## config.mk

```make
export PLATFORM = sky130hd
export DESIGN_NAME = sequential_list_insert_delete_find_core
export DESIGN_NICKNAME = d
export VERILOG_FILES = /design/src/sll_pkg.sv /design/src/sll_cell.sv /design/src/sll_penc.sv /design/src/sequential_list_insert_delete_find_core.sv
export SDC_FILE = /design/constraint.sdc
export NUM_CORES = 2
export LEC_CHECK = 0
export ABC_AREA = 1
export BUFFER_PORTS_ARGS = -buffer_cell sky130_fd_sc_hd__buf_4
export CAP_MARGIN = 10
export CORE_MARGIN = 1
export CORE_UTILIZATION = 30
export DETAILED_ROUTE_END_ITERATION = 12
export PLACE_DENSITY_LB_ADDON = 0.25
export SETUP_SLACK_MARGIN = 0.1
export SLEW_MARGIN = 20
export SYNTH_ARGS = -nofsm -noshare
export SYNTH_HDL_FRONTEND = slang
export SYNTH_SLANG_ARGS = --single-unit
```

## constraint.sdc

```tcl
create_clock -name clk -period 9.72 [get_ports clk]
set_clock_uncertainty 0.2 [all_clocks]
set_input_delay 2.916 -clock clk [delete_from_list [all_inputs] [get_ports clk]]
set_output_delay 2.916 -clock clk [all_outputs]
set_load 0.01 [all_outputs]
```

## src/sll_pkg.sv

```systemverilog
// shared types and constants for the list insert, delete and find core
package sll_pkg;

  localparam logic [1:0] OP_INSERT = 2'd0;
  localparam logic [1:0] OP_DELETE = 2'd1;
  localparam logic [1:0] OP_FIND   = 2'd2;

  typedef enum logic [1:0] {
    ST_OK       = 2'd0,
    ST_FULL     = 2'd1,
    ST_BADPOS   = 2'd2,
    ST_NOTFOUND = 2'd3
  } status_t;

  typedef struct packed {
    logic [1:0]         operation;
    logic [4:0]         position;
    logic signed [31:0] item_value;
  } in_t;

  typedef struct packed {
    status_t    status;
    logic [3:0] found_index;
    logic [4:0] length_after;
  } out_t;

  typedef struct packed {
    logic load;
    logic shift_up;
    logic shift_dn;
  } cell_ctrl_t;

endpackage

```

## src/sll_cell.sv

```systemverilog
// one list cell: holds an entry, shifts to or from its neighbours, compares with the key
module sll_cell (
  input  logic                clk,
  input  sll_pkg::cell_ctrl_t ctrl,
  input  logic signed [31:0]  left_val,
  input  logic signed [31:0]  right_val,
  input  logic signed [31:0]  new_val,
  input  logic signed [31:0]  key,
  output logic signed [31:0]  value,
  output logic                match
);

  logic signed [31:0] value_r;
  logic signed [31:0] value_nxt;

  always_comb begin
    priority if (ctrl.load) begin
      value_nxt = new_val;
    end else if (ctrl.shift_up) begin
      value_nxt = left_val;
    end else if (ctrl.shift_dn) begin
      value_nxt = right_val;
    end else begin
      value_nxt = value_r;
    end
  end

  always_ff @(posedge clk) begin
    value_r <= value_nxt;
  end

  assign value = value_r;
  assign match = (value_r == key);

endmodule

```

## src/sll_penc.sv

```systemverilog
// lowest-index priority encoder over the registered match vector
module sll_penc #(
  parameter int N  = 16,
  parameter int IW = (N > 1) ? $clog2(N) : 1
) (
  input  logic [N-1:0]  req,
  output logic          hit,
  output logic [IW-1:0] idx
);

  always_comb begin
    idx = '0;
    for (int i = N - 1; i >= 0; i--) begin
      if (req[i]) begin
        idx = IW'(i);
      end
    end
  end

  assign hit = |req;

endmodule

```

## src/sequential_list_insert_delete_find_core.sv

```systemverilog
// top level of the list insert, delete and find core
//
// An ordered list of up to CAPACITY signed 32-bit entries held in a row of
// cells, one entry per cell, with an entry count.
// Input channel: a transaction is taken at a rising edge where start is high
// and busy is low; in_data carries operation, position and item_value.
// Insert at a position from 0 to the count, when not full, moves later entries up one cell;
// delete at a position below the count moves later entries down one cell;
// both shift the cells from the position on in the cycle of acceptance. Find compares every
// cell with the value in that same cycle.
// Result channel: out_valid is high for exactly one cycle per result, with status,
// found_index and length_after, registered first in the s1 registers and then in the output register.
// The output register takes the lowest-index search over the registered match bits.
// Throughput: one transaction per cycle; busy is high only during reset and in the
// cycle that follows it, so back-to-back transactions are taken without a gap.
// Reset empties the list and drops any result in flight. The receiver cannot
// stall: every result is taken in its strobe cycle.
module sequential_list_insert_delete_find_core #(
  parameter int CAPACITY = 16
) (
  input  logic          clk,
  input  logic          rst_n,
  input  logic          start,
  output logic          busy,
  input  sll_pkg::in_t  in_data,
  output logic          out_valid,
  output sll_pkg::out_t out_data
);

  localparam int CW = $clog2(CAPACITY + 1);
  localparam int PW = (CW > 5) ? CW : 5;
  localparam int IW = (CAPACITY > 1) ? $clog2(CAPACITY) : 1;

  logic          busy_r;
  logic [CW-1:0] count_r, count_nxt;
  logic          s1_valid_r;
  logic          s1_find_r;
  sll_pkg::status_t s1_status_r, s1_status_nxt;
  logic [CAPACITY-1:0] s1_match_r, match_vec;
  logic [CW-1:0] s1_len_r;
  logic          out_valid_r;
  sll_pkg::out_t out_data_r, out_data_nxt;

  logic          accept;
  logic [PW-1:0] pos_ext, cnt_ext;
  logic          full, ins_go, del_go, is_ins, is_del, is_find;
  logic          enc_hit;
  logic [IW-1:0] enc_idx;

  logic signed [31:0] cell_val [CAPACITY];
  logic [CAPACITY-1:0] cell_match;

  assign accept  = start && !busy_r;
  assign pos_ext = PW'(in_data.position);
  assign cnt_ext = PW'(count_r);
  assign full    = (count_r == CW'(CAPACITY));
  assign is_ins  = (in_data.operation == sll_pkg::OP_INSERT);
  assign is_del  = (in_data.operation == sll_pkg::OP_DELETE);
  assign is_find = (in_data.operation == sll_pkg::OP_FIND);
  assign ins_go  = accept && is_ins && !full && !(pos_ext > cnt_ext);
  assign del_go  = accept && is_del && (pos_ext < cnt_ext);

  // row of cells
  for (genvar i = 0; i < CAPACITY; i++) begin : g_cell
    sll_pkg::cell_ctrl_t ctrl;
    logic signed [31:0]  left_val, right_val;

    assign ctrl.load     = ins_go && (PW'(i) == pos_ext);
    assign ctrl.shift_up = ins_go && (PW'(i) > pos_ext);
    assign ctrl.shift_dn = del_go && !(PW'(i) < pos_ext);

    if (i == 0) begin : g_first
      assign left_val = in_data.item_value;
    end else begin : g_left
      assign left_val = cell_val[i-1];
    end

    if (i == CAPACITY - 1) begin : g_last
      assign right_val = cell_val[i];
    end else begin : g_right
      assign right_val = cell_val[i+1];
    end

    sll_cell u_cell (
      .clk       (clk),
      .ctrl      (ctrl),
      .left_val  (left_val),
      .right_val (right_val),
      .new_val   (in_data.item_value),
      .key       (in_data.item_value),
      .value     (cell_val[i]),
      .match     (cell_match[i])
    );

    assign match_vec[i] = cell_match[i] && (CW'(i) < count_r);
  end

  always_comb begin
    count_nxt = count_r;
    if (ins_go) begin
      count_nxt = count_r + CW'(1);
    end else if (del_go) begin
      count_nxt = count_r - CW'(1);
    end
  end

  always_comb begin
    s1_status_nxt = sll_pkg::ST_OK;
    priority if (is_ins && full) begin
      s1_status_nxt = sll_pkg::ST_FULL;
    end else if (is_ins && (pos_ext > cnt_ext)) begin
      s1_status_nxt = sll_pkg::ST_BADPOS;
    end else if (is_del && !(pos_ext < cnt_ext)) begin
      s1_status_nxt = sll_pkg::ST_BADPOS;
    end else begin
      s1_status_nxt = sll_pkg::ST_OK;
    end
  end

  always_ff @(posedge clk) begin
    if (!rst_n) begin
      busy_r      <= 1'b1;
      count_r     <= '0;
      s1_valid_r  <= 1'b0;
      out_valid_r <= 1'b0;
    end else begin
      busy_r      <= 1'b0;
      count_r     <= count_nxt;
      s1_valid_r  <= accept;
      out_valid_r <= s1_valid_r;
    end
  end

  // transaction payload, no reset needed
  always_ff @(posedge clk) begin
    if (accept) begin
      s1_find_r   <= is_find;
      s1_status_r <= s1_status_nxt;
      s1_match_r  <= match_vec;
      s1_len_r    <= count_nxt;
    end
    out_data_r <= out_data_nxt;
  end

  sll_penc #(
    .N  (CAPACITY),
    .IW (IW)
  ) u_penc (
    .req (s1_match_r),
    .hit (enc_hit),
    .idx (enc_idx)
  );

  always_comb begin
    out_data_nxt.status       = s1_status_r;
    out_data_nxt.found_index  = '0;
    out_data_nxt.length_after = 5'(s1_len_r);
    if (s1_find_r) begin
      if (enc_hit) begin
        out_data_nxt.status      = sll_pkg::ST_OK;
        out_data_nxt.found_index = 4'(enc_idx);
      end else begin
        out_data_nxt.status = sll_pkg::ST_NOTFOUND;
      end
    end
  end

  assign busy      = busy_r;
  assign out_valid = out_valid_r;
  assign out_data  = out_data_r;

endmodule

```

; After elaboration in Yosys (flattened, before gate mapping)
; Index checks and enable logic that the tools add are counted.
[totals]
output_inout_bits = 13
ff_bits = 555
wordCells = 302
inputBits = 42
[classes]
n_lt_le_gt_ge = 49
eq_ne = 34
bitwise = 2
muxes = 71
n_reduce_logical = 114
addsub = 2
[ops]
columns = cell, n
row1 = $mux W32, 47
row2 = $eq A32 B32 Y1, 16
row3 = $lt A4 B5 Y1 const A, 15
row4 = $logic_and A1 B1 Y1, 72
row5 = $mux W4, 17
row6 = $reduce_bool A3 Y1, 15
row7 = $eq A4 B5 Y1 const A, 8
row8 = $gt A4 B5 Y1 const A, 8
row9 = $lt A3 B5 Y1 const A, 8
row10 = $eq A3 B5 Y1 const A, 4
row11 = $gt A3 B5 Y1 const A, 4
row12 = $lt A1 B5 Y1 const A, 4
row13 = $lt A2 B5 Y1 const A, 4
row14 = $logic_not A1 Y1, 19
row15 = $reduce_or A16 Y1, 1
row16 = $eq A2 B5 Y1 const A, 2
row17 = $gt A1 B5 Y1 const A, 2
row18 = $gt A2 B5 Y1 const A, 2
row19 = $mux W5, 2
row20 = $reduce_or A10 Y1, 1
row21 = $mux W2, 3
row22 = $mux W6, 1
row23 = $reduce_or A6 Y1, 1
row24 = $add A5 B1 Y5 const B, 1
row25 = 14 further kinds, 15

; Logic depth before layout (Yosys ltp)
[logic_depth]
depth_word = 18
ltp_mapped = 17

; Hierarchy
; Synthesis repeated with hierarchy kept, for this count alone.
[unflattened]
cells_unflattened = 5891
hier_area_um2 = 39704.3
[by_module_without_submodules]
columns = mod, area_each_um2, n_inst, seq_area_each_um2, cells_per_inst
row1 = sll_cell, 2314.7, 16, 960.9, 346
row2 = sequential_list_insert_delete_find_core, 2459.9, 1, 1101.1, 306
row3 = sll_penc, 209.0, 1, 0.0, 49

; Worst setup path after synthesis
; Ideal clock, no wire load.
[synth_timing]
kind = input -> register
startpoint = in start
endpoint = reg g_cell[0].u_cell.value_r[0], enable pin
path_stages = 10
t_arrival_ns = 7.093
setup_slack_ns = 1.966
setup_time_ns = 0.461
cell_sequence = inv_1 nor2_1 nand3_1 inv_1 nand2_2 buf_6 buf_4 nand2_1 nand2_1 nor3_1
[synth_via]
elab_chain_cells = 6
[synth_rtl]
columns = element, line_no
row1 = start: declaration, sequential_list_insert_delete_find_core.sv:23  ; input logic start,
row2 = $logic_and A1 B1 Y1 *, sequential_list_insert_delete_find_core.sv:53  ; assign accept = start && !busy_r;
row3 = named net accept, sequential_list_insert_delete_find_core.sv:44  ; logic accept;
row4 = $logic_and A1 B1 Y1 (3 in series), sequential_list_insert_delete_find_core.sv:60  ; assign ins_go = accept && is_ins && !full && !(pos_ext > cnt_ext);
row5 = "$logic_and A1 B1 Y1, on equally long branches", "sequential_list_insert_delete_find_core.sv:69, sequential_list_insert_delete_find_core.sv:68"
row6 = $reduce_bool A3 Y1 (no source line) *, -
row7 = end signal: assignment, sll_cell.sv:29  ; value_r <= value_nxt;
row8 = end: declaration, sll_cell.sv:13  ; logic signed [31:0] value_r;
; Mark *: on every way through the listed nets, which the timed path passes. The rest lies on a longest branch.
; A chain may end at the register's enable or synchronous reset.

; Worst setup path after layout
[layout_timing]
startpoint = in in_data[36] (netlist name)
endpoint = reg g_cell[8].u_cell.value_r[31], data pin
[layout_via]
elab_chain_cells = 6
[layout_rtl]
columns = element, line_no
row1 = start: declaration, sequential_list_insert_delete_find_core.sv:25  ; input sll_pkg::in_t in_data,
row2 = $gt A5 B5 Y1, sequential_list_insert_delete_find_core.sv:60
row3 = $logic_not A1 Y1, sequential_list_insert_delete_find_core.sv:60
row4 = $logic_and A1 B1 Y1, sequential_list_insert_delete_find_core.sv:60
row5 = $logic_and A1 B1 Y1, sequential_list_insert_delete_find_core.sv:69  ; assign ctrl.shift_up = ins_go && (PW'(i) > pos_ext);
row6 = $mux W32, sll_cell.sv:19  ; end else if (ctrl.shift_up) begin
row7 = $mux W32 *, sll_cell.sv:17  ; priority if (ctrl.load) begin
row8 = named net g_cell[8].u_cell.value_nxt[31], sll_cell.sv:14  ; logic signed [31:0] value_nxt;
row9 = end signal: assignment, sll_cell.sv:29
row10 = end: declaration, sll_cell.sv:13
; Marks and branches as above.

==> summary.md <==
| Metric | Value |
|---|---|
| Number of max-cap violations | 0 |
| GR met3 Demand/Resource | 0.0644 |
| RSZ-0062 raised after global routing | no |
| Leading cell type in the layout, fill and taps excluded | nand2_1 |
| Share of cells above drive strength 1 | 0.0889 |
| Fin Setup TNS | 0 ns |
| Layout area overhead | 10.6% |
| Data required, critical path | 9.97 ns |
| Root buffer cell | clkbuf_16 |
| Post-layout instance area | 0.0374 mm^2 |
| Multi-input gate area | 0.0147 mm^2 |
| Syn Nets | 3859 |
| Largest net degree at the start of global routing | 65 |
| Ys flop type | edfxtp_1 |
| Post-CTS Setup Bufs | 0 |
| Routed Antenna Nets | 0 |
| Mapped Cells | 3809 |
| # hold bufs at CTS | 0 |
| Vias in the first global route | 28000 |
| Initial drt markers | 4856 |
| Met2 GRT Util | 0.383 |
| Worst setup EP type | register |
| Die width | 338 um |
| Gr ovfl total | 0 |
| Clk sinks | 555 |
| Final period util | 0.662 |
| Number of core rows | 122 |
| Total core area | 0.111 mm^2 |
| Clock Pin Slew Worst Setup and Hold Paths | 0.06 ns |
| PostCTS Resize Cnt | 0 |
| Number of buffers created by CTS | 68 |
| Seq cells post-synth | 555 |
| Post-route DRC | 0 |
| Post-route insts no fill | 5223 |
| Synth Cell Area | 0.0338 mm^2 |
| CP Class | in2reg |
| Placed cell areas | 0.0353 mm^2 |
| Final nets | 3738 |
| Worst relative slew slack | 0.172 |
| Least-Margin Pin Slew | 1.23 ns |
| Met1 Use GR | 0.373 |
| Htree depth | 3 |
| FF+latch area | 0.0165 mm^2 |
| Number of synthesized flops with an enable pin | 536 |
| Maximum vdd ir drop | 0.000113 V |
| Status | finished, final reports clean |
| WL final | 155000 um |
| Crit path DAT | 6.68 ns |
| PD cells | 149 mW/mm^2 |
| Post-synthesis sequential area ratio | 0.487 |
| Final Hold Fails | 0 |
| Die height | 338 um |
| Worst min path class | reg2reg |
| CTS tree | built |
| WL/cell | 29.7 um |
| Pwr Total | 5.57 mW |
| Post-synthesis cell type count | 49 |
| Total iterations of the first detailed-routing run | 6 |
| Dpl cells | 5103 |
| Port bufs | 54 |
| Avg Cell Area, Syn | 8.88 um^2 |
| I/O pins | 55 |
| Fill cell count | 11600 |
| Setup crit start kind | primary input |
| Post-DP HPWL | 106000 um |
| GP Congestion | 0.947 |
| # setup viols final | 0 |
| Drt via density | 5.99 |
| Worst-path maximum fanout | 64 |
| Synth async-reset ratio | 0 |
| Initial antenna violation count | 7 |
| Tmin final | 6.43 ns |
| GRT busiest layer | met2 |
| Leak | 13.4 nW |
| First-pass GRT wire length | 216000 um |
| Commonest non-fill, non-tap cells in the layout | 744 x nand2_1, 536 x edfxtp_1, 329 x o21ai_0, 314 x inv_1, 276 x o211ai_1 |
| Vias | 31300 |
| CTS Buffer Depth | 3 |
| Worst skew pair latency | 0.65 ns |
| Achievable Freq | 155 MHz |
| Initial Utilization | 0.304 |
| Gr usage total | 0.265 |
| Max Slew Vio Count | 0 |
| YS warnings | 0 |
| Die area | 0.114 mm^2 |
flip-flops by register name (all words and copies together) (netlist names):
name / flops
out_data: 11
s1_find_r: 1
g_cell.u_cell.value: 512
busy: 1
cnt_ext: 5
out_valid: 1
s1_valid_r: 1
s1_len_r: 5
s1_match_r: 16
s1_status_r: 2
worst max-delay path, cell delays in order:
cell     delay [ns]
buf_4          0.15
ha_1           0.31
nand2_1        0.07
nor2_1         0.14
nand2_1        0.06
nand3_1        0.10
nand2_1        0.07
nand2_2        0.05
buf_4          0.50
inv_2          0.48
buf_4          0.40
nand2_2        0.83
o21ai_0        0.28
o22ai_1        0.22
metrics by stage:
step | util | hold WS, ns | worst slack [ns]
after CTS | 0.336 | 0.148 | 3.30
after global routing | 0.336 | 0.150 | 3.02
after global placement | 0.317 | 0.128 | 2.66
after floorplan | - | 0.123 | 1.97
after detailed placement | 0.317 | 0.133 | 2.65
final | 0.336 | 0.143 | 3.29
area by class of cell:
type	count	area share
multi-input cells	2590	0.393
clock inverters	27	0.00475
diodes	1	0.0000669
flip-flops and latches	555	0.440
clock buffers	89	0.0501
well taps	1488	0.0497
repair buffers	129	0.0276
inverters	344	0.0346
layer usage:
layer  share of wire  vias up
li1                -    13500
met1            0.41    15300
met2            0.42     2245
met3            0.13      321
met4           0.045        4
met5         0.00015        -
synth_stat cells, types with 5 or more instances:
library cell | number | area [um^2]
o22ai_1 | 148 | 926
nor2_2 | 6 | 37.5
a211oi_1 | 6 | 45.0
nand2_1 | 749 | 2810
buf_4 | 23 | 173
o2111ai_1 | 11 | 96.3
xnor2_1 | 124 | 1090
o221ai_1 | 83 | 727
nand3_1 | 190 | 951
o211ai_1 | 276 | 2070
a31oi_1 | 27 | 169
nand4_1 | 39 | 244
o21ai_0 | 329 | 1650
edfxtp_1 | 536 | 16100
a21oi_1 | 19 | 95.1
nor2_1 | 195 | 732
o21ai_1 | 81 | 405
dfxtp_1 | 19 | 380
ha_1 | 8 | 100
nand2_2 | 6 | 37.5
xor2_1 | 92 | 806
clkbuf_1 | 134 | 503
or2_2 | 35 | 219
buf_6 | 10 | 113
clkinv_1 | 11 | 41.3
inv_2 | 18 | 67.6
buf_2 | 127 | 636
nor3_1 | 32 | 160
a221oi_1 | 66 | 578
inv_1 | 314 | 1180
nor4_1 | 30 | 188
buf_1 | 25 | 93.8
nor4b_1 | 5 | 43.8
report_power, final:
group          internal [mW]  leakage [nW]  switching [mW]
Clock                   1.39          1.01            1.11
Sequential              2.61          5.00          0.0186
Combinational          0.103          7.36           0.335
worst paths after layout:
kind / start / to / slack (ns) / depth (start not counted)
max: in_data[36] / g_cell[8].u_cell.value[31]$_DFFE_PP_ / 3.29 / 14
min: s1_len_r[4]$_DFFE_PP_ / out_data[4]$_DFF_P_ / 0.14 / 0
max reg2reg: cnt_ext[4]$_SDFF_PN0_ / g_cell[8].u_cell.value[31]$_DFFE_PP_ / 4.84 / 14
min reg2reg: s1_len_r[4]$_DFFE_PP_ / out_data[4]$_DFF_P_ / 0.14 / 0
kinds of logic after synthesis:
| kind of cell | Yosys count | share of synthesized area |
|---|---|---|
| adders and majority gates | 8 | 0.00296 |
| and+or+nand+nor | 1304 | 0.166 |
| DFF | 555 | 0.487 |
| xor gates and xnor gates | 216 | 0.0559 |
| AOI/OAI and AO/OA | 1062 | 0.205 |
| buffers and inverters | 664 | 0.0833 |
Note: power is estimated with default switching activity, not from simulation.
